===== src/design/qrr_pkg.sv =====
// Shared constants and the pipeline word of the quaternion relative rotation unit.
// No dependencies.
package qrr_pkg;

    localparam int QUAT_FRAC_BITS = 14;
    localparam int VALUE_WIDTH    = 32;

    // fraction bits in use, capped as the arithmetic allows
    localparam int QF = (QUAT_FRAC_BITS > 30) ? 30 : QUAT_FRAC_BITS;
    // effective clamp width of the value difference
    localparam int VW_EFF = (VALUE_WIDTH < 2) ? 2 : ((VALUE_WIDTH < 32) ? VALUE_WIDTH : 32);

    localparam int QW   = 16;           // quaternion component width
    localparam int NW   = 33;           // squared norm / product magnitude width
    localparam int SW   = 34;           // signed product sum width
    localparam int RW   = 34 + QF + 16; // divider remainder width
    localparam int DIV_STAGES = 8;      // two quotient bits per stage
    localparam int QBITS = 2 * DIV_STAGES;

    localparam logic CMD_QUAT  = 1'b0;
    localparam logic CMD_VALUE = 1'b1;

    typedef struct packed {
        logic                       valid;
        logic                       cmd;
        logic [2:0]                 channel;
        logic [31:0]                vdiff;
        logic                       vsat;
        logic                       nz;
        logic [RW-1:0]              den;
        logic [3:0]                 neg;
        logic [3:0]                 big;
        logic [3:0][RW-1:0]         rem;
        logic [3:0][QBITS-1:0]      quo;
    } t_div_word;

endpackage


===== src/design/qrr_div_stage.sv =====
// One restoring-divider stage: two quotient bits for each of the four components.
// Depends on qrr_pkg.
module qrr_div_stage import qrr_pkg::*; (
    input  logic      i_clk,
    input  logic      i_rst_n,
    input  logic      i_en,
    input  t_div_word i_word,
    output t_div_word o_word
);

    t_div_word     n_w, r_w;
    logic [RW-1:0] rem;

    // remainder stays below twice the shifted divisor, so each step yields one bit
    always_comb begin
        n_w = i_word;
        rem = '0;
        for (int i = 0; i < 4; i++) begin
            rem = i_word.rem[i];
            for (int k = 0; k < 2; k++) begin
                if (rem >= i_word.den) begin
                    rem = rem - i_word.den;
                    n_w.quo[i] = {n_w.quo[i][QBITS-2:0], 1'b1};
                end else begin
                    n_w.quo[i] = {n_w.quo[i][QBITS-2:0], 1'b0};
                end
                rem = rem << 1;
            end
            n_w.rem[i] = rem;
        end
    end

    // reset clears the valid bit only; the payload loads whenever the pipe advances
    always_ff @(posedge i_clk) begin
        if (!i_rst_n) begin
            r_w.valid <= 1'b0;
        end else if (i_en) begin
            r_w <= n_w;
        end
    end

    assign o_word = r_w;

endmodule


===== config.mk =====
export PLATFORM = sky130hd
export DESIGN_NAME = qrr_div_stage
export DESIGN_NICKNAME = d
export VERILOG_FILES = /design/src/design/qrr_pkg.sv /design/src/design/qrr_div_stage.sv
export SDC_FILE = /design/constraint.sdc
export NUM_CORES = 2
export LEC_CHECK = 0
export ABC_CLOCK_PERIOD_IN_PS = 31700
export BUFFER_PORTS_ARGS = -buffer_cell sky130_fd_sc_hd__buf_2
export CORE_AREA = 4 4 333 335
export DETAILED_ROUTE_END_ITERATION = 10
export DIE_AREA = 0 0 337 339
export PLACE_DENSITY = 0.66
export SYNTH_ARGS = -nofsm -noshare
export SYNTH_HDL_FRONTEND = slang
export SYNTH_SLANG_ARGS = --single-unit
export TNS_END_PERCENT = 20

===== constraint.sdc =====
create_clock -name i_clk -period 31.7 [get_ports i_clk]
set_input_delay 4.755 -clock i_clk [delete_from_list [all_inputs] [get_ports i_clk]]
set_output_delay 4.755 -clock i_clk [all_outputs]
set_load 0.1 [all_outputs]

# ---- Word-level counts from Yosys, hierarchy flattened
# Index checks and enable logic that the tools add are counted.
dict set report word_totals {
  ff_bits 427
  elab_cells 54
}
dict set report op_classes {
  n_addsub 8
  order_cmp 8
  mux 16
  reduce_logical 1
}
# op n
set ops {}
lappend ops {{$ge 64x64->1} 8}
lappend ops {{$mux 63} 8}
lappend ops {{$sub 63x63->63} 8}
lappend ops {{$mux 1} 8}
lappend ops {{$reduce_and 2->1} 1}

# ---- Logic depth before layout (Yosys ltp)
dict set report depth {
  depth_word 4
  ltp_mapped 32
  ltp_nobuf 29
}

# ---- Worst setup path before layout
# No wires, ideal clock.
dict set report synth_path {
  path_kind {input to register}
  from {in i_en}
  to {reg r_w (netlist bit o_word[0]), enable pin}
  arrival_time_ns 14.330
  t_required_ns 30.858
  path_slack_ns 16.528
  stages 1
  path_cell_list {and2_1}
}
dict set report synth_via {
  elab_chain_cells 1
}
# item line
set synth_rtl {}
lappend synth_rtl {{start: declaration} qrr_div_stage.sv:6} ;# input logic i_en,
lappend synth_rtl {{$reduce_and 2->1 (no line)} --}
lappend synth_rtl {{end signal: assignment} qrr_div_stage.sv:38} ;# r_w <= n_w;
lappend synth_rtl {{end: declaration} qrr_div_stage.sv:11} ;# t_div_word n_w, r_w;
# No other way between the ends.
# A chain may end at the register's enable or synchronous reset.

==> metrics.txt <==
Max Buffers Root-to-Sink=3; CTS tree=yes; number of flops mapped to enable cells by yosys=426; met3 Track Usage GR=7.26%; post-CTS setup buffer count=0; Clock Pin Slew Worst Setup and Hold Paths=0.06 ns; post-route antenna net violation count=0; row count=121; Worst slew margin=30.3%; Int Pwr=1680 uW; R2R Path End=o_word[430]$_SDFFE_PN0P_; Slew @ Worst Pin=1.04 ns; Critical Path RT=32.08 ns; Num CTS Buffers=51; Area growth syn-to-layout=15.1%; top cell type's share of synthesized area=26.7%; placed insts=7799; FF-to-FF Start=o_word[430]$_SDFFE_PN0P_; setup_tns=0 ns; clk root buf=clkbuf_16; Hold Violations, Final=0; Max Cap Viol=0; Tmin final=13.03 ns; dpl hpwl=164000 um; Synth area leaders=edfxtp_1 (27%), ha_1 (13%), a21oi_1 (7.1%); Post-Place Setup Slack=18.01 ns; io pins=865; post-synthesis sequential area ratio=26.7%; initial antenna violation count=75; clock share of power=16.6%; Min-Delay Startpoint=o_word[430]$_SDFFE_PN0P_; nets=7392; clk_lat worst skew=0.63 ns; sw frac=50.9%; GRT met2 Usage=54.7%; Sink Count=427; gpl congestion=0.976; die width=337 um; Synth Cell Area=48000 sq um; Crit path arrival time=13.40 ns; worst min path class=reg -> reg; post-route insts no fill=7932; Critical Path Source=i_word[329]; Final Cycle Share=41.1%; Initial DRT Pass Iterations=6; Comb power frac=61.0%; final wirelength=206000 um; Flop pwr share=22.4%; Largest register FFs=427; number of global-route vias before repair=44923; crit path launch type=primary input; max-slew violations=0; RSZ-0062 raised after global routing=no; Hold Crit Depth=2; R2R depth=2; GRT Util Overall=34.2%; Post-Syn Instances=5724; # hold bufs at CTS=0; Pwr Density=62.0 nW/um^2; R2R Setup Slk=31.12 ns; final worst setup slack=18.67 ns; final setup violation count=0; syn_area_per_cell=8.38 sq um; most used routing layer=met2; GR met1 Demand/Resource=42.5%; Achievable Freq=76.8 MHz; FF+latch count, synth=427; WS Path Type=in -> reg; Starting DRT DRC Count=4672; Leakage=0.0243 uW; outcome=finished, final reports clean; Worst setup EP type=flop; Setup Skew=0 ns; initial core utilization=44.4%; Post-synth top flop=edfxtp_1; drt wl/cell=25.9 um; # resized after CTS=0; H-tree Lvls=2; vias=48165; Yosys warnings=0; post-synth top area cell=edfxtp_1; share of layout cells above drive strength 1=20.3%; Core Region=108000 sq um; Setup crit end=o_word[150]$_DFFE_PP_; Vias/cell=6.07; Crit Path Max Fanout=51; I/O Buffers=852; global route total overflow=0; die height=339 um; Synth async-reset ratio=0%; first-pass GRT wire length=291000 um; pin count of the biggest net entering global routing=97; Distinct cells, synth=96; net switching power=1740 uW; Remaining DRCs=0; Peak VDD IR=52.0 uV; Die Area=114000 sq um
power groups by stage:
stage | Sequential, uW | Clock [uW] | Combinational (uW)
5_1_grt | 773 | 605 | 2230
6_report | 768 | 568 | 2090
4_1_cts | 768 | 584 | 2070
2_1_floorplan | 1290 | 0 | 1080
3_5_place_dp | 778 | 0 | 2050
3_3_place_gp | 777 | 0 | 2050
critical path, stage by stage:
cell and delay, ns:
buf_2 0.40, inv_1 0.35, buf_4 0.31, fa_1 0.47, a211oi_1 0.29, o21ai_1 0.17, nand4_1 0.12, a31o_2 0.24
a21boi_0 0.20, o21ai_0 0.16, a21oi_1 0.23, o21a_4 0.44, inv_1 0.46, nor2_1 0.20, nor2_1 0.08, ha_1 0.48
nand3_1 0.14, nor4_1 0.85, nor3b_1 0.41, nor3b_2 0.19, nand4_1 0.15, a31oi_1 0.15, and3_1 0.23, o21ai_0 0.21
a41o_4 0.60, buf_4 0.58, mux2_2 0.42
area by class of cell:
type | count | area (sq um)
clock inverters | 30 | 234
well taps | 1414 | 1770
repair buffers | 936 | 4890
diodes | 39 | 97.6
fillers | 10449 | 52900
clock buffers | 64 | 1340
inverters | 210 | 788
flip-flops and latches | 427 | 12800
multi-input cells | 4812 | 33300
cells in the mapped netlist (49+ instances only):
library cell	count
a21oi_1	681
nand2_1	521
ha_1	512
nor2_1	427
edfxtp_1	426
o21ai_0	416
a21o_1	331
xnor2_1	295
clkbuf_1	210
inv_1	208
mux2_2	206
xor2_1	171
nand4_1	144
nand3_1	108
o21bai_1	97
nor3_1	68
nor2b_1	66
nand2b_1	61
o21a_1	53
a31oi_1	51
and3_1	49
layer usage:
| metal | share of wire (%) | up-vias |
|---|---|---|
| met5 | 0.062 | - |
| met4 | 6.7 | 20 |
| met3 | 9.4 | 523 |
| met2 | 45 | 2310 |
| met1 | 39 | 22540 |
| li1 | - | 22772 |
cells by family after synthesis:
group / share of synthesized area [%]
and+or+nand+nor: 15.3
adders and majority gates: 13.7
other: 0.00781
xor gates and xnor gates: 8.50
muxes: 5.00
DFF: 26.7
AOI/OAI and AO/OA: 26.7
buffers and inverters: 4.09
placed cells by master, fill, tap and decap left out, types with 13 or more instances in the layout:
master and instances:
buf_2 852, a21oi_1 681, nand2_1 521, ha_1 512, nor2_1 427, edfxtp_1 426, o21ai_0 415, a21o_1 331
xnor2_1 295, inv_1 208, mux2_2 206, xor2_1 171, nand4_1 144, nand3_1 108, o21bai_1 97, buf_4 84
nor3_1 68, nor2b_1 66, nand2b_1 61, o21a_1 52, clkbuf_16 51, a31oi_1 49, and3_1 49, a211oi_1 42
o21ai_1 42, diode_2 39, and2_1 38, a21oi_2 34, o31ai_1 32, o211ai_1 31, a21boi_0 24, a221oi_1 19
nor4_1 19, or3_1 18, a31o_2 15, a311oi_1 14, o31a_1 13
worst min path at each step:
stage / end / slack, ns
5_1_grt: o_word[430]$_SDFFE_PN0P_ / 0.60
6_report: o_word[430]$_SDFFE_PN0P_ / 0.52
4_1_cts: o_word[430]$_SDFFE_PN0P_ / 0.52
3_3_place_gp: o_word[430]$_SDFFE_PN0P_ / 0.49
3_5_place_dp: o_word[430]$_SDFFE_PN0P_ / 0.51
2_1_floorplan: o_word[430]$_SDFFE_PN0P_ / 0.98
per-stage QoR:
| step | area, sq um | total power (uW) | hold WS (ns) | util, % |
|---|---|---|---|---|
| final | 55200 | 3420 | 0.516 | 51.1 |
| after detailed placement | 53600 | 2830 | 0.509 | 49.6 |
| after global routing | 55200 | 3610 | 0.597 | 51.0 |
| after global placement | 53600 | 2830 | 0.493 | 49.6 |
| after CTS | 55100 | 3420 | 0.523 | 51.0 |
| after floorplan | 48000 | 2370 | 0.981 | - |
No activity file was read; power rests on OpenSTA's default activity.
